**src/rtl/core/assert_macros.svh**
```systemverilog
// Assertion macros used by the top level of the rate table lookup
`ifndef ASSERT_MACROS_SVH
`define ASSERT_MACROS_SVH

// clocked check, off while reset is asserted
`define ASSERT_CLK(lbl, prop, msg) \
	lbl: assert property (@(posedge clk) disable iff (!arst_n) (prop)) else $error(msg);

// clocked check that a condition never shows up
`define ASSERT_NEVER(lbl, cond, msg) \
	lbl: assert property (@(posedge clk) disable iff (!arst_n) !(cond)) else $error(msg);

`endif

```
**src/rtl/core/drtfl_pkg.sv**
```systemverilog
// Shared types and constants of the dated rate table lookup
`default_nettype none
package drtfl_pkg;

	localparam int YEAR_W   = 14;
	localparam int MONTH_W  = 7;
	localparam int DAY_W    = 7;
	localparam int NUM_W    = 41;
	localparam int RATE_W   = 40;
	localparam int PROD_W   = 47;
	localparam int STATUS_W = 3;
	// year term tops out near 4.5e11 with a 14-bit max_year
	localparam int KEY_W    = 39;

	localparam logic [YEAR_W-1:0]  YEAR_BASE    = 14'd1970;
	localparam logic [YEAR_W-1:0]  MAX_YEAR_RST = 14'd2026;
	localparam logic [MONTH_W-1:0] MONTH_LAST   = 7'd12;
	localparam logic [DAY_W-1:0]   DAY_LAST     = 7'd31;

	localparam logic [KEY_W-1:0] SEC_PER_YEAR  = 39'd31556926;
	localparam logic [KEY_W-1:0] SEC_PER_MONTH = 39'd2629743;
	localparam logic [KEY_W-1:0] SEC_PER_DAY   = 39'd86400;

	// 40x40 product built from four 20x20 partial products
	localparam int MUL_HALF_W  = 20;
	localparam int PP_W        = 2 * MUL_HALF_W;
	localparam int PROD_FULL_W = 2 * RATE_W;
	localparam logic [2:0] MUL_LAST = 3'd4;

	// command queue between front and back
	localparam int Q_DEPTH = 2;
	localparam int Q_AW    = $clog2(Q_DEPTH);
	localparam int Q_CW    = $clog2(Q_DEPTH + 1);

	typedef enum logic [2:0] {
		ST_OK        = 3'd0,
		ST_BAD_DATE  = 3'd1,
		ST_BAD_RATE  = 3'd2,
		ST_DUP       = 3'd3,
		ST_FULL      = 3'd4,
		ST_NO_RATE   = 3'd5,
		ST_TOO_LARGE = 3'd6,
		ST_NEGATIVE  = 3'd7
	} status_t;

	typedef enum logic [1:0] {
		OP_REJECT = 2'd0,
		OP_LOAD   = 2'd1,
		OP_QUERY  = 2'd2
	} op_t;

	typedef struct packed {
		op_t               op;
		status_t           status;
		logic [KEY_W-1:0]  key;
		logic [NUM_W-1:0]  num;
	} cmd_t;

	typedef struct packed {
		logic valid;
		cmd_t cmd;
	} cmd_chan_t;

	typedef enum logic [2:0] {
		BK_IDLE  = 3'd0,
		BK_SCAN  = 3'd1,
		BK_MUL   = 3'd2,
		BK_CHECK = 3'd3,
		BK_EMIT  = 3'd4
	} back_state_t;

endpackage
`default_nettype wire

```
**src/rtl/core/drtfl_queue.sv**
```systemverilog
// Short command queue between the classifying front and the executing back
`default_nettype none
module drtfl_queue (
	input  logic                  clk,
	input  logic                  arst_n,
	input  drtfl_pkg::cmd_chan_t  push,
	output logic                  full,
	output drtfl_pkg::cmd_chan_t  head,
	input  logic                  pop
);
	import drtfl_pkg::*;

	cmd_t            mem_q [Q_DEPTH];
	logic [Q_AW-1:0] wptr_q;
	logic [Q_AW-1:0] rptr_q;
	logic [Q_CW-1:0] cnt_q;
	logic            push_en;
	logic            pop_en;

	assign full    = (cnt_q == Q_CW'(Q_DEPTH));
	assign push_en = push.valid && !full;
	assign pop_en  = pop && (cnt_q != '0);

	assign head.valid = (cnt_q != '0);
	assign head.cmd   = mem_q[rptr_q];

	always_ff @(posedge clk or negedge arst_n) begin
		if (!arst_n) begin
			wptr_q <= '0;
			rptr_q <= '0;
			cnt_q  <= '0;
		end else begin
			if (push_en) begin
				wptr_q <= (wptr_q == Q_AW'(Q_DEPTH - 1)) ? '0 : wptr_q + 1'b1;
			end
			if (pop_en) begin
				rptr_q <= (rptr_q == Q_AW'(Q_DEPTH - 1)) ? '0 : rptr_q + 1'b1;
			end
			if (push_en && !pop_en) begin
				cnt_q <= cnt_q + 1'b1;
			end else if (pop_en && !push_en) begin
				cnt_q <= cnt_q - 1'b1;
			end
		end
	end

	always_ff @(posedge clk) begin
		if (push_en) begin
			mem_q[wptr_q] <= push.cmd;
		end
	end
endmodule
`default_nettype wire

```
**config.mk**
```make
export PLATFORM = sky130hd
export DESIGN_NAME = drtfl_queue
export DESIGN_NICKNAME = d
export VERILOG_FILES = /design/src/rtl/core/assert_macros.svh /design/src/rtl/core/drtfl_pkg.sv /design/src/rtl/core/drtfl_queue.sv
export SDC_FILE = /design/constraint.sdc
export NUM_CORES = 1
export LEC_CHECK = 0
export BUFFER_PORTS_ARGS = -buffer_cell sky130_fd_sc_hd__buf_4
export CAP_MARGIN = 20
export CORE_ASPECT_RATIO = 1.25
export CORE_MARGIN = 3
export CORE_UTILIZATION = 41
export DETAILED_ROUTE_END_ITERATION = 16
export PLACE_DENSITY_LB_ADDON = 0.1
export SLEW_MARGIN = 25
export SYNTH_ARGS = -nofsm -noshare
export SYNTH_HDL_FRONTEND = slang
export SYNTH_SLANG_ARGS = --single-unit
```
**constraint.sdc**
```tcl
create_clock -name clk -period 5.88 [get_ports clk]
set_input_delay 1.764 -clock clk [delete_from_list [all_inputs] [get_ports clk]]
set_output_delay 1.764 -clock clk [all_outputs]
set_load 0.005 [all_outputs]
```
==> flow_metrics.env <==
export IMPL_hpwl_mm=7.66
export IMPL_tns_ns=0
export IMPL_comb_power_share_pct=30.2
export IMPL_vias=3160
export IMPL_cts_path_max_buffers=2
export IMPL_slew_violations=0
export IMPL_yosys_warnings=0
export IMPL_synthesis_nets=374
export IMPL_swShare_pct=25.5
export IMPL_area_growth_pct=31.2
export IMPL_start_util_pct=41.8
export IMPL_drc=0
export IMPL_first_iter_violations=139
export IMPL_fp_dieArea_um2=17500
export IMPL_p_clk_share_pct=25.1
export IMPL_clock_latency_ns=0.41
export IMPL_yosysUniqueCellTypes=17
export IMPL_grt_first_pass_wirelength_mm=18.1
export IMPL_fin_crit_ns=4.06
export IMPL_pwr_share_seq_pct=44.7
export IMPL_postCtsSetupRepairBufs=0
export IMPL_die_h_um=147
export IMPL_gr_usage_all_layers_pct=13.7
export IMPL_drv_cap=0
export IMPL_powerDensity_nw_per_um2=477
export IMPL_place_gp_congestion=0.698
export IMPL_cts_root_buf="clkbuf_16"
export IMPL_cts_resized=0
export IMPL_routed_wl_mm=11.7
export IMPL_rsz0062_at_grt="no"
export IMPL_wl_per_cell_um=16.9
export IMPL_layout_nets=563
export IMPL_setup_viol=0
export IMPL_intPower_mw=3.05
export IMPL_p_leak_nw=3.31
export IMPL_cp_arrival_ns=2.29
export IMPL_vias_per_cell=4.55
export IMPL_worst_pin_slew_ns=0.988
export IMPL_core_area_um2=15600
export IMPL_boundaryPins=176
export IMPL_postRouteAntennaNets=0
export IMPL_max_freq_mhz=246
export IMPL_ys_ff_latch=174
export IMPL_total_power_mw=4.09
export IMPL_final_area_um2=8580
export IMPL_fin_crit_sh_pct=69.0
export IMPL_switchingPower_mw=1.05
export IMPL_worstPathRequired_ns=4.12
export IMPL_hold_viol=0
export IMPL_clock_sinks=174
export IMPL_grt_antenna_before_repair=0
export IMPL_rows=51
export IMPL_hold_class="flop to flop"
export IMPL_dpl_instance_area_um2=8040
export IMPL_synth_avg_cell_area_um2=23.0
export IMPL_clk_pin_slew_ns=0.06
export IMPL_cts_buffers=17
export IMPL_end_kind="output port"
export IMPL_antenna_cells=0
export IMPL_portBuffers=175
export IMPL_die_w_um=119
export IMPL_ys_seq_area_share_pct=79.6
export IMPL_synthCells=284
export IMPL_maxSlewHeadroom_pct=34.2
export IMPL_synth_area_um2=6540
export IMPL_ir_drop_mv=0.245
export IMPL_grt_overflow=0
export IMPL_status="completed"
export IMPL_utilization_pct=54.9
export IMPL_start_kind="flop"
export IMPL_drt_first_pass_iters=4
export IMPL_crit_type="flop to output port"
export IMPL_cts_tree="built"
export IMPL_fill_cells=1289
export IMPL_whs_ns=0.498
export IMPL_skew_ns=0.00625
export IMPL_grt_max_degree=69
export IMPL_grt_pass1_vias=3558
export IMPL_cts_hold_buf=0
export IMPL_htree_levels=4
export IMPL_drive_gt1_share_pct=60.7
export IMPL_crit_fanout=40
## power groups by stage
stage | Combinational (mW) | Clock [mW] | Sequential (mW)
finish | 1.24 | 1.03 | 1.83
CTS | 1.27 | 1.06 | 1.84
global placement | 1.26 | 0 | 1.85
detailed placement | 1.27 | 0 | 1.86
floorplan | 0.794 | 0 | 1.79
global route | 1.34 | 1.11 | 1.86
## cell families (layout without fill, tap and decap cells)
| family | Yosys count | in the layout | share of synthesized area [%] |
|---|---|---|---|
| xor+xnor | 5 | 5 | 0.670 |
| mux | 85 | 85 | 16.9 |
| fa+ha+maj | 1 | 1 | 0.191 |
| simple gates | 7 | 7 | 0.517 |
| buf+inv | 12 | 211 | 2.05 |
| flops | 174 | 174 | 79.6 |
## path summary, 6_finish.rpt
path | startpoint | endpoint | slack (ns) | cells past startpoint
worst min register to register | cnt_q[1] | cnt_q[1] | 0.50 | 1
worst min-delay path | cnt_q[1] | cnt_q[1] | 0.50 | 1
worst max-delay path | rptr_q | head[11] | 1.82 | 3
worst max register to register | cnt_q[0] | mem_q[1][33] | 3.67 | 3
min in group asynchronous | arst_n | cnt_q[1] | 1.14 | 1
max in group asynchronous | arst_n | rptr_q | 4.63 | 1
## per-layer routing
| metal | vias up | GRT usage, % | part of all wire, % |
|---|---|---|---|
| li1 | 1494 | - | - |
| met1 | 1555 | 14.5 | 38 |
| met2 | 99 | 24.5 | 54 |
| met3 | 12 | 5.39 | 6.5 |
| met4 | 0 | 4.99 | 1.5 |
| met5 | - | 0 | 0 |
## per-stage QoR
stage / instances / worst slack [ns]
after floorplan: 284 / 1.38
after global placement: 666 / 2.22
after detailed placement: 666 / 2.22
after CTS: 695 / 1.76
after global routing: 695 / 1.70
final: 695 / 1.82
## worst max-delay path, cell delays in order, from the launching register on
cell and delay, ns:
dfrtp_4 0.86, buf_4 0.48, mux2_2 0.40, buf_4 0.14
## flip-flops by register name, summed over array words and instances (netlist names)
| register | count |
|---|---|
| mem_q | 170 |
| cnt_q | 2 |
| rptr_q | 1 |
| wptr_q | 1 |
## area by class of cell
| type | count | area [um2] | share of cell area (%) |
|---|---|---|---|
| Clock buffer | 20 | 437 | 5.09 |
| Timing Repair Buffer | 180 | 1350 | 15.8 |
| Multi-Input combinational cell | 98 | 1210 | 14.1 |
| Clock inverter | 9 | 97.6 | 1.14 |
| Tap cell | 212 | 265 | 3.09 |
| Sequential cell | 174 | 5210 | 60.7 |
| Inverter | 2 | 7.51 | 0.0875 |
## cells in the mapped netlist
master,number,share of area (%)
xor2_1,2,0.27
buf_6,1,0.17
ha_1,1,0.19
buf_12,4,1.2
mux2_2,45,7.8
inv_1,2,0.11
nor2_1,2,0.11
buf_2,4,0.31
or2_2,1,0.096
and3_1,1,0.096
nand2_1,2,0.11
buf_8,1,0.23
edfxtp_1,170,78
dfrtp_1,4,1.5
xnor2_1,3,0.40
nand2b_1,1,0.096
mux2_4,40,9.2
## layout by cell type (no fill, tap or decap), drive strengths merged
master    Yosys  final
clkinv        0      5
ha            1      1
nand2         2      2
clkinvlp      0      2
inv           2      2
bufinv        0      2
xor2          2      2
clkbuf        0     20
xnor2         3      3
and3          1      1
nor2          2      2
nand2b        1      1
dfrtp         4      4
buf          10    180
mux2         85     85
edfxtp      170    170
or2           1      1
Power figures use the tool's default switching activity.
