==> src/rtl/core/assert_macros.svh <==
// Assertion macros used by the top level of the rate table lookup
`ifndef ASSERT_MACROS_SVH
`define ASSERT_MACROS_SVH

// clocked check, off while reset is asserted
`define ASSERT_CLK(lbl, prop, msg) \
	lbl: assert property (@(posedge clk) disable iff (!arst_n) (prop)) else $error(msg);

// clocked check that a condition never shows up
`define ASSERT_NEVER(lbl, cond, msg) \
	lbl: assert property (@(posedge clk) disable iff (!arst_n) !(cond)) else $error(msg);

`endif

==> src/rtl/core/drtfl_pkg.sv <==
// Shared types and constants of the dated rate table lookup
`default_nettype none
package drtfl_pkg;

	localparam int YEAR_W   = 14;
	localparam int MONTH_W  = 7;
	localparam int DAY_W    = 7;
	localparam int NUM_W    = 41;
	localparam int RATE_W   = 40;
	localparam int PROD_W   = 47;
	localparam int STATUS_W = 3;
	// year term tops out near 4.5e11 with a 14-bit max_year
	localparam int KEY_W    = 39;

	localparam logic [YEAR_W-1:0]  YEAR_BASE    = 14'd1970;
	localparam logic [YEAR_W-1:0]  MAX_YEAR_RST = 14'd2026;
	localparam logic [MONTH_W-1:0] MONTH_LAST   = 7'd12;
	localparam logic [DAY_W-1:0]   DAY_LAST     = 7'd31;

	localparam logic [KEY_W-1:0] SEC_PER_YEAR  = 39'd31556926;
	localparam logic [KEY_W-1:0] SEC_PER_MONTH = 39'd2629743;
	localparam logic [KEY_W-1:0] SEC_PER_DAY   = 39'd86400;

	// 40x40 product built from four 20x20 partial products
	localparam int MUL_HALF_W  = 20;
	localparam int PP_W        = 2 * MUL_HALF_W;
	localparam int PROD_FULL_W = 2 * RATE_W;
	localparam logic [2:0] MUL_LAST = 3'd4;

	// command queue between front and back
	localparam int Q_DEPTH = 2;
	localparam int Q_AW    = $clog2(Q_DEPTH);
	localparam int Q_CW    = $clog2(Q_DEPTH + 1);

	typedef enum logic [2:0] {
		ST_OK        = 3'd0,
		ST_BAD_DATE  = 3'd1,
		ST_BAD_RATE  = 3'd2,
		ST_DUP       = 3'd3,
		ST_FULL      = 3'd4,
		ST_NO_RATE   = 3'd5,
		ST_TOO_LARGE = 3'd6,
		ST_NEGATIVE  = 3'd7
	} status_t;

	typedef enum logic [1:0] {
		OP_REJECT = 2'd0,
		OP_LOAD   = 2'd1,
		OP_QUERY  = 2'd2
	} op_t;

	typedef struct packed {
		op_t               op;
		status_t           status;
		logic [KEY_W-1:0]  key;
		logic [NUM_W-1:0]  num;
	} cmd_t;

	typedef struct packed {
		logic valid;
		cmd_t cmd;
	} cmd_chan_t;

	typedef enum logic [2:0] {
		BK_IDLE  = 3'd0,
		BK_SCAN  = 3'd1,
		BK_MUL   = 3'd2,
		BK_CHECK = 3'd3,
		BK_EMIT  = 3'd4
	} back_state_t;

endpackage
`default_nettype wire

==> src/rtl/core/drtfl_front.sv <==
// Front end: accepts items, checks the date, builds the key, classifies
`default_nettype none
module drtfl_front (
	input  logic                                clk,
	input  logic                                arst_n,
	input  logic [drtfl_pkg::YEAR_W-1:0]        max_year,
	input  logic                                in_valid,
	output logic                                in_stall,
	input  logic                                func,
	input  logic [drtfl_pkg::YEAR_W-1:0]        year,
	input  logic [drtfl_pkg::MONTH_W-1:0]       month,
	input  logic [drtfl_pkg::DAY_W-1:0]         day,
	input  logic signed [drtfl_pkg::NUM_W-1:0]  number,
	input  logic                                q_full,
	output drtfl_pkg::cmd_chan_t                push
);
	import drtfl_pkg::*;

	logic               vld_s1;
	op_t                op_s1;
	status_t            status_s1;
	logic [NUM_W-1:0]   num_s1;
	logic [KEY_W-1:0]   yterm_s1;
	logic [KEY_W-1:0]   mterm_s1;
	logic [KEY_W-1:0]   dterm_s1;

	logic               accept;
	logic               date_ok;
	logic [YEAR_W-1:0]  ydiff;
	logic [MONTH_W-1:0] mdiff;
	logic [DAY_W-1:0]   ddiff;
	op_t                op_c;
	status_t            status_c;

	assign in_stall = vld_s1 && q_full;
	assign accept   = in_valid && !in_stall;

	assign date_ok = (year >= YEAR_BASE) && (year <= max_year) &&
	                 (month != '0) && (month <= MONTH_LAST) &&
	                 (day != '0) && (day <= DAY_LAST);

	// offsets wrap on bad dates; those never reach the table
	assign ydiff = year - YEAR_BASE;
	assign mdiff = month - MONTH_W'(1);
	assign ddiff = day - DAY_W'(1);

	always_comb begin
		op_c     = OP_REJECT;
		status_c = ST_OK;
		priority if (!date_ok) begin
			status_c = ST_BAD_DATE;
		end else if (!func && number[NUM_W-1]) begin
			status_c = ST_BAD_RATE;
		end else if (func) begin
			op_c = OP_QUERY;
		end else begin
			op_c = OP_LOAD;
		end
	end

	always_ff @(posedge clk or negedge arst_n) begin
		if (!arst_n) begin
			vld_s1 <= 1'b0;
		end else if (accept) begin
			vld_s1 <= 1'b1;
		end else if (!q_full) begin
			vld_s1 <= 1'b0;
		end
	end

	always_ff @(posedge clk) begin
		if (accept) begin
			op_s1     <= op_c;
			status_s1 <= status_c;
			num_s1    <= $unsigned(number);
			yterm_s1  <= KEY_W'(ydiff) * SEC_PER_YEAR;
			mterm_s1  <= KEY_W'(mdiff[3:0]) * SEC_PER_MONTH;
			dterm_s1  <= KEY_W'(ddiff[4:0]) * SEC_PER_DAY;
		end
	end

	assign push.valid      = vld_s1 && !q_full;
	assign push.cmd.op     = op_s1;
	assign push.cmd.status = status_s1;
	assign push.cmd.key    = yterm_s1 + mterm_s1 + dterm_s1;
	assign push.cmd.num    = num_s1;
endmodule
`default_nettype wire

==> config.mk <==
export PLATFORM = sky130hd
export DESIGN_NAME = drtfl_front
export DESIGN_NICKNAME = d
export VERILOG_FILES = /design/src/rtl/core/assert_macros.svh /design/src/rtl/core/drtfl_pkg.sv /design/src/rtl/core/drtfl_front.sv
export SDC_FILE = /design/constraint.sdc
export NUM_CORES = 1
export LEC_CHECK = 0
export BUFFER_PORTS_ARGS = -buffer_cell sky130_fd_sc_hd__buf_2
export CORE_AREA = 2 2 222 224
export CTS_CLUSTER_SIZE = 25
export DETAILED_ROUTE_END_ITERATION = 8
export DIE_AREA = 0 0 224 226
export RECOVER_POWER = 50
export REMOVE_ABC_BUFFERS = 1
export SETUP_SLACK_MARGIN = 0.02
export SLEW_MARGIN = 20
export SYNTH_ARGS = -nofsm -noshare
export SYNTH_HDL_FRONTEND = slang
export SYNTH_SLANG_ARGS = --single-unit
==> constraint.sdc <==
create_clock -name clk -period 6 [get_ports clk]
set_clock_uncertainty 0.2 [all_clocks]
set_input_delay 0.6 -clock clk [delete_from_list [all_inputs] [get_ports clk]]
set_output_delay 0.6 -clock clk [all_outputs]
set_load 0.05 [all_outputs]
==> results of run 1 <==
==> stage by stage <==
step                      setup TNS [ns]  cell area [um2]  hold WS [ns]  setup slack [ns]  std cells
after floorplan                  -145.35            13300         0.104             -1.46       1215
after global placement            -32.57            16500         0.176             -1.48       2208
after detailed placement          -34.80            16500         0.179             -1.54       2208
after CTS                          -8.08            17800         0.116            -0.504       2262
after global routing              -14.24            17900         0.119            -0.774       2267
final                              -9.66            17900         0.150            -0.579       2267
==> cell type report <==
type	count	area, um2
fill	4736	30400
timing repair buffer	398	2530
tap	622	778
clock inverter	14	206
inverter	211	802
clock buffer	18	429
sequential	119	3570
multi-input combinational	885	9580
==> layer usage <==
layer | vias to the layer above | routed length, um | global-route usage (%) | part of all wire (%)
met5 | - | 0 | 0 | 0
met4 | 0 | 854 | 4.65 | 2.4
met3 | 42 | 837 | 1.99 | 2.3
met2 | 157 | 17800 | 25.1 | 50
met1 | 4870 | 16500 | 18.1 | 46
li1 | 5060 | - | - | -
==> state kept, by name (all words and copies together) (netlist names) <==
register / flops
yterm_s1: 38
vld_s1: 1
mterm_s1: 20
num_s1: 41
op_s1: 2
dterm_s1: 15
status_s1: 2
==> final timing paths <==
check / end / cells after the start
max in group asynchronous: vld_s1$_DFFE_PN0P_ / 2
worst min-delay path: num_s1[0]$_DFFE_PP_ / 1
worst max register to register: num_s1[10]$_DFFE_PP_ / 3
worst max-delay path: yterm_s1[26]$_DFFE_PP_ / 27
worst min register to register: vld_s1$_DFFE_PN0P_ / 2
min in group asynchronous: vld_s1$_DFFE_PN0P_ / 2
==> synthesized netlist by cell type, types with 5 or more instances <==
cell type and count:
clkbuf_1 5, and2_1 8, nand3_1 16, a21oi_1 61, o21ai_0 31, a211oi_1 6
fa_1 110, xnor2_1 66, o211ai_1 5, a21o_1 26, nor2b_1 13, nand4_1 14
nand2_1 38, xor2_1 43, and3_1 11, a31oi_1 7, inv_1 211, o21bai_1 11
edfxtp_1 118, o21a_1 8, nor2_1 41, or2_2 6, nor3_1 16, ha_1 261
==> kinds of logic after synthesis <==
kind of cell	after synthesis	share of synthesized area (%)
other	1	0.0280
adder cells (fa/ha/maj)	371	40.9
XOR/XNOR	110	7.26
flip-flops	119	26.7
AO/OA/AOI/OAI	214	11.4
buffers and inverters	223	6.41
AND/OR/NAND/NOR	189	7.38
==> critical path: cells and delay by family <==
kind	cells	cell delay, ns
buf+inv	7	0.64
fa+ha+maj	8	3.15
xor+xnor	3	0.54
simple gates	4	0.54
compound gates	5	1.06
==> repair_timing <==
action                                  4_1_cts  5_1_grt
hold buffers                                  1        0
setup buffers                                24        5
endpoints found under the setup margin       27       26
gates cloned                                  0        0
resized for setup                           100       24
endpoints found under the hold margin         1        0
pin swaps                                    87       36
==> run_results.csv, run 1 <==
group,metric,value,unit
outcome,status,"complete, but fails checks",
outcome,violations,"capacitance limit, slew limit, setup timing",
layout,synthToLayoutAreaGrowth,33.8,%
sta,period_needed,6.58,ns
setup_path,slowest_delay,0.53,ns
synth,yosysWarnings,0,
die,core,0.0483,mm2
drt,vias_per_cell,4.47,
sta,drv_slew,61,
placed_design,hpwlAfterDp,30.6,mm
synth,synth.area.top_cells,"edfxtp_1, ha_1, fa_1",
sta,hold_violations,0,
synth,synth_top_cell_by_area,"edfxtp_1",
clocking,cts_root_buffer,"clkbuf_16",
global_routing,overflow,0,
synth,synth-seq-cells,119,
synth,synth_edf_count,118,
setup_path,worstSetupStartpoint,"year[2]",
setup_path,cp_slowest_cell,"fa_1",
sta,tightest_slew,2.21,ns
job,max-cap-violations,2,
setup_path,ff2ff_setup_slack,1.60,ns
synth,syn_inst,1227,
drt,drt-initial-drc-count,312,
clocking,clk_latency,0.42,ns
setup_path,crit_arrival,6.55,ns
synth,synth_top_area_share,26.5,%
synth,synth_area_per_cell,10.9,um2
setup_path,endpoint_kind,"register",
drt,wl_per_cell,15.9,um
layout,nets,2091,
clocking,cts_max_level,4,
layout,mostFrequentLayoutCells,"ha_1, buf_4, inv_1, edfxtp_1, buf_2",
global_routing,antenna_found_initial,0,
placed_design,io_buffers,173,
sta,setup_viol_count_final,22,
synth,yosysUniqueCellTypes,80,
clocking,cts-buffers-inserted,17,
drt,wirelength,36.0,mm
die,initial_core_util,27.7,%
sta,rsz0062_at_grt,"true",
drt,firstDrtPassIters,5,
setup_path,setup.worst_path.class,"input port to register",
sta,period_share,110,%
setup_path,regToRegStartpoint,"vld_s1$_DFFE_PN0P_",
setup_path,cp_common_cell,"fa_1",
drt,drc,0,
die,ioPinCount,175,
layout,n_antenna_cell,0,
setup_path,crit_path_start_kind,"input port",
layout,drive_gt1_share,29.6,%
layout,layout_commonest_cell,"ha_1",
synth,synthArstFlopShare,0.840,%
synth,syn_area,0.0134,mm2
clocking,cts_tree,"done",
die,die_h,226,um
setup_path,required,5.97,ns
global_routing,grt_pass1_vias,10811,
sta,relSlewSlack,-47.8,%
drt,vias,10129,
setup_path,crit_fanout,5,
worst_hold_path,hold_path.class,"input port to register",
global_routing,grt_pass1_wl,56.5,mm
die,rows,81,
clocking,cts_max_path_buffers,2,
global_routing,grt_use_total,14.3,%
die,dieArea,0.0506,mm2
global_routing,grt_max_degree,62,
placed_design,place_congestion,0.941,
sta,fin_ws,-0.579,ns
layout,final_core_util,37.0,%
clocking,clkTransAtPathRegs,0.06,ns
clocking,clkSinkCount,119,
drt,ant_nets,0,
die,die_w,224,um
worst_hold_path,hold_start,"number[0]",
synth,ys.flop_type,"edfxtp_1",
sta,max_freq,152,MHz
synth,ys_seq_area_share,26.7,%
Power of run 1 is left out: the tool's default activity adds up to more than one toggle a clock period on the data nets, which glitch-free logic cannot reach.
==> inputs of run 2 (changes only) <==
--- a/config.mk
+++ b/config.mk
@@ -7,6 +7,7 @@
 export LEC_CHECK = 0
 export BUFFER_PORTS_ARGS = -buffer_cell sky130_fd_sc_hd__buf_2
 export CORE_AREA = 2 2 222 224
+export CTS_BUF_LIST = sky130_fd_sc_hd__clkbuf_16
 export CTS_CLUSTER_SIZE = 25
 export DETAILED_ROUTE_END_ITERATION = 8
 export DIE_AREA = 0 0 224 226
==> run 2 against run 1 <==
Effect of this change: the flow still finishes with violations (capacitance limit, slew limit, setup timing); via count is essentially flat; clock-buffer cell count shrank 1; die area is the same; worst hold slack is essentially flat; worst setup slack is essentially flat; cell count is the same; register-to-register slack is essentially flat; critical path depth is the same; highest routed layer unchanged; non-clock buffer count is the same.
==> run_results.csv, run 2 (synthesis results as in run 1) <==
group,metric,value,unit
layout,synthToLayoutAreaGrowth,33.8,%
drt,vias_per_cell,4.47,
die,dieArea,0.0506,mm2
setup_path,crit_fanout,5,
clocking,cts-buffers-inserted,17,
global_routing,antenna_found_initial,0,
worst_hold_path,hold_path.class,"input port to register",
layout,largest-register,"num_s1",
global_routing,grt_max_degree,62,
global_routing,grt_pass1_vias,10811,
clocking,cts_root_buffer,"clkbuf_16",
die,die_h,226,um
die,die_w,224,um
clocking,clkTransAtPathRegs,0.06,ns
sta,setup_viol_count_final,22,
clocking,clkSinkCount,119,
layout,layout_commonest_cell,"ha_1",
global_routing,grt_use_total,14.3,%
layout,nets,2091,
placed_design,place_congestion,0.941,
drt,ant_nets,0,
die,initial_core_util,27.7,%
sta,period_needed,6.58,ns
drt,firstDrtPassIters,5,
die,core,0.0483,mm2
sta,hold_violations,0,
setup_path,endpoint_kind,"register",
setup_path,setup.worst_path.class,"input port to register",
layout,drive_gt1_share,29.6,%
placed_design,dp_slack,-1.54,ns
placed_design,hpwlAfterDp,30.6,mm
layout,n_antenna_cell,0,
layout,mostFrequentLayoutCells,"ha_1, buf_4, inv_1, edfxtp_1, buf_2",
drt,vias,10125,
sta,relSlewSlack,-47.8,%
clocking,cts_max_level,4,
sta,rsz0062_at_grt,"true",
layout,largest_reg_flops,41,
setup_path,crit_arrival,6.55,ns
outcome,status,"complete, but fails checks",
die,ioPinCount,175,
drt,drc,0,
sta,drv_slew,61,
die,rows,81,
drt,wirelength,36.0,mm
drt,wl_per_cell,15.9,um
layout,fill_cells,4736,
drt,drt-initial-drc-count,310,
sta,fin_ws,-0.579,ns
sta,tightest_slew,2.21,ns
global_routing,grt_pass1_wl,56.5,mm
sta,max_freq,152,MHz
clocking,cts_tree,"done",
global_routing,overflow,0,
job,max-cap-violations,2,
layout,top_regs,"num_s1 x41, yterm_s1 x38, mterm_s1 x20",
outcome,violations,"capacitance limit, slew limit, setup timing",
placed_design,io_buffers,173,
sta,period_share,110,%
setup_path,crit_path_start_kind,"input port",
clocking,cts_max_path_buffers,2,
sta,timing.hold.ws,0.150,ns
clocking,clk_latency,0.42,ns
setup_path,required,5.97,ns
## run 2: timing repair
item,4_1_cts,5_1_grt
setup endpoints to repair,27,26
pin swaps,87,36
resized for setup,100,24
buffers inserted,24,5
hold endpoints to repair,1,0
hold buffers,1,0
## run 2: final timing paths
check	startpoint	end	slack (ns)	depth (start not counted)
setup / recovery	year[2]	yterm_s1[26]$_DFFE_PP_	-0.58	27
min in group asynchronous	arst_n	vld_s1$_DFFE_PN0P_	0.31	2
max in group asynchronous	arst_n	vld_s1$_DFFE_PN0P_	5.18	2
hold / removal	number[0]	num_s1[0]$_DFFE_PP_	0.15	1
setup reg to reg	vld_s1$_DFFE_PN0P_	num_s1[10]$_DFFE_PP_	1.60	3
hold reg to reg	vld_s1$_DFFE_PN0P_	vld_s1$_DFFE_PN0P_	0.46	2
## run 2: layer usage
layer,track usage [%],vias to the layer above,share of wire (%)
li1,-,5060,-
met1,18.1,4868,46
met2,25.1,155,50
met3,1.99,42,2.3
met4,4.65,0,2.4
met5,0,-,0
## run 2: worst max-delay path, cell delays in order
cell and delay (ns):
buf_12 0.11, inv_8 0.07, ha_4 0.11, a21boi_4 0.18, nor2_2 0.06, or2_4 0.26
a31oi_4 0.19, xor2_2 0.22, xor2_2 0.21, ha_4 0.24, buf_6 0.12, fa_1 0.49
inv_1 0.05, fa_1 0.49, inv_2 0.05, fa_1 0.53, fa_1 0.44, fa_1 0.52
ha_4 0.33, nand3_4 0.09, nor2_4 0.13, o311a_4 0.22, o2111ai_4 0.14, o211a_4 0.33
buf_4 0.14, buf_6 0.10, xnor2_1 0.11
## run 2: layout make-up
class | instances | area, um2 | area share, %
clock buffers | 17 | 425 | 2.38
well taps | 622 | 778 | 4.35
repair buffers | 398 | 2530 | 14.2
multi-input cells | 885 | 9580 | 53.5
clock inverters | 15 | 210 | 1.17
inverters | 211 | 802 | 4.48
flip-flops and latches | 119 | 3570 | 19.9
## run 2: through the flow
| step | util, % | instance area (um2) | cells | TNS [ns] |
|---|---|---|---|---|
| final | 37.0 | 17900 | 2267 | -9.66 |
| after global routing | 37.0 | 17900 | 2267 | -14.24 |
| after CTS | 36.8 | 17800 | 2262 | -8.08 |
| after detailed placement | 34.0 | 16500 | 2208 | -34.80 |
| after global placement | 34.0 | 16500 | 2208 | -32.57 |
| after floorplan | - | 13300 | 1215 | -145.35 |
Power of run 2 is left out for the same reason.
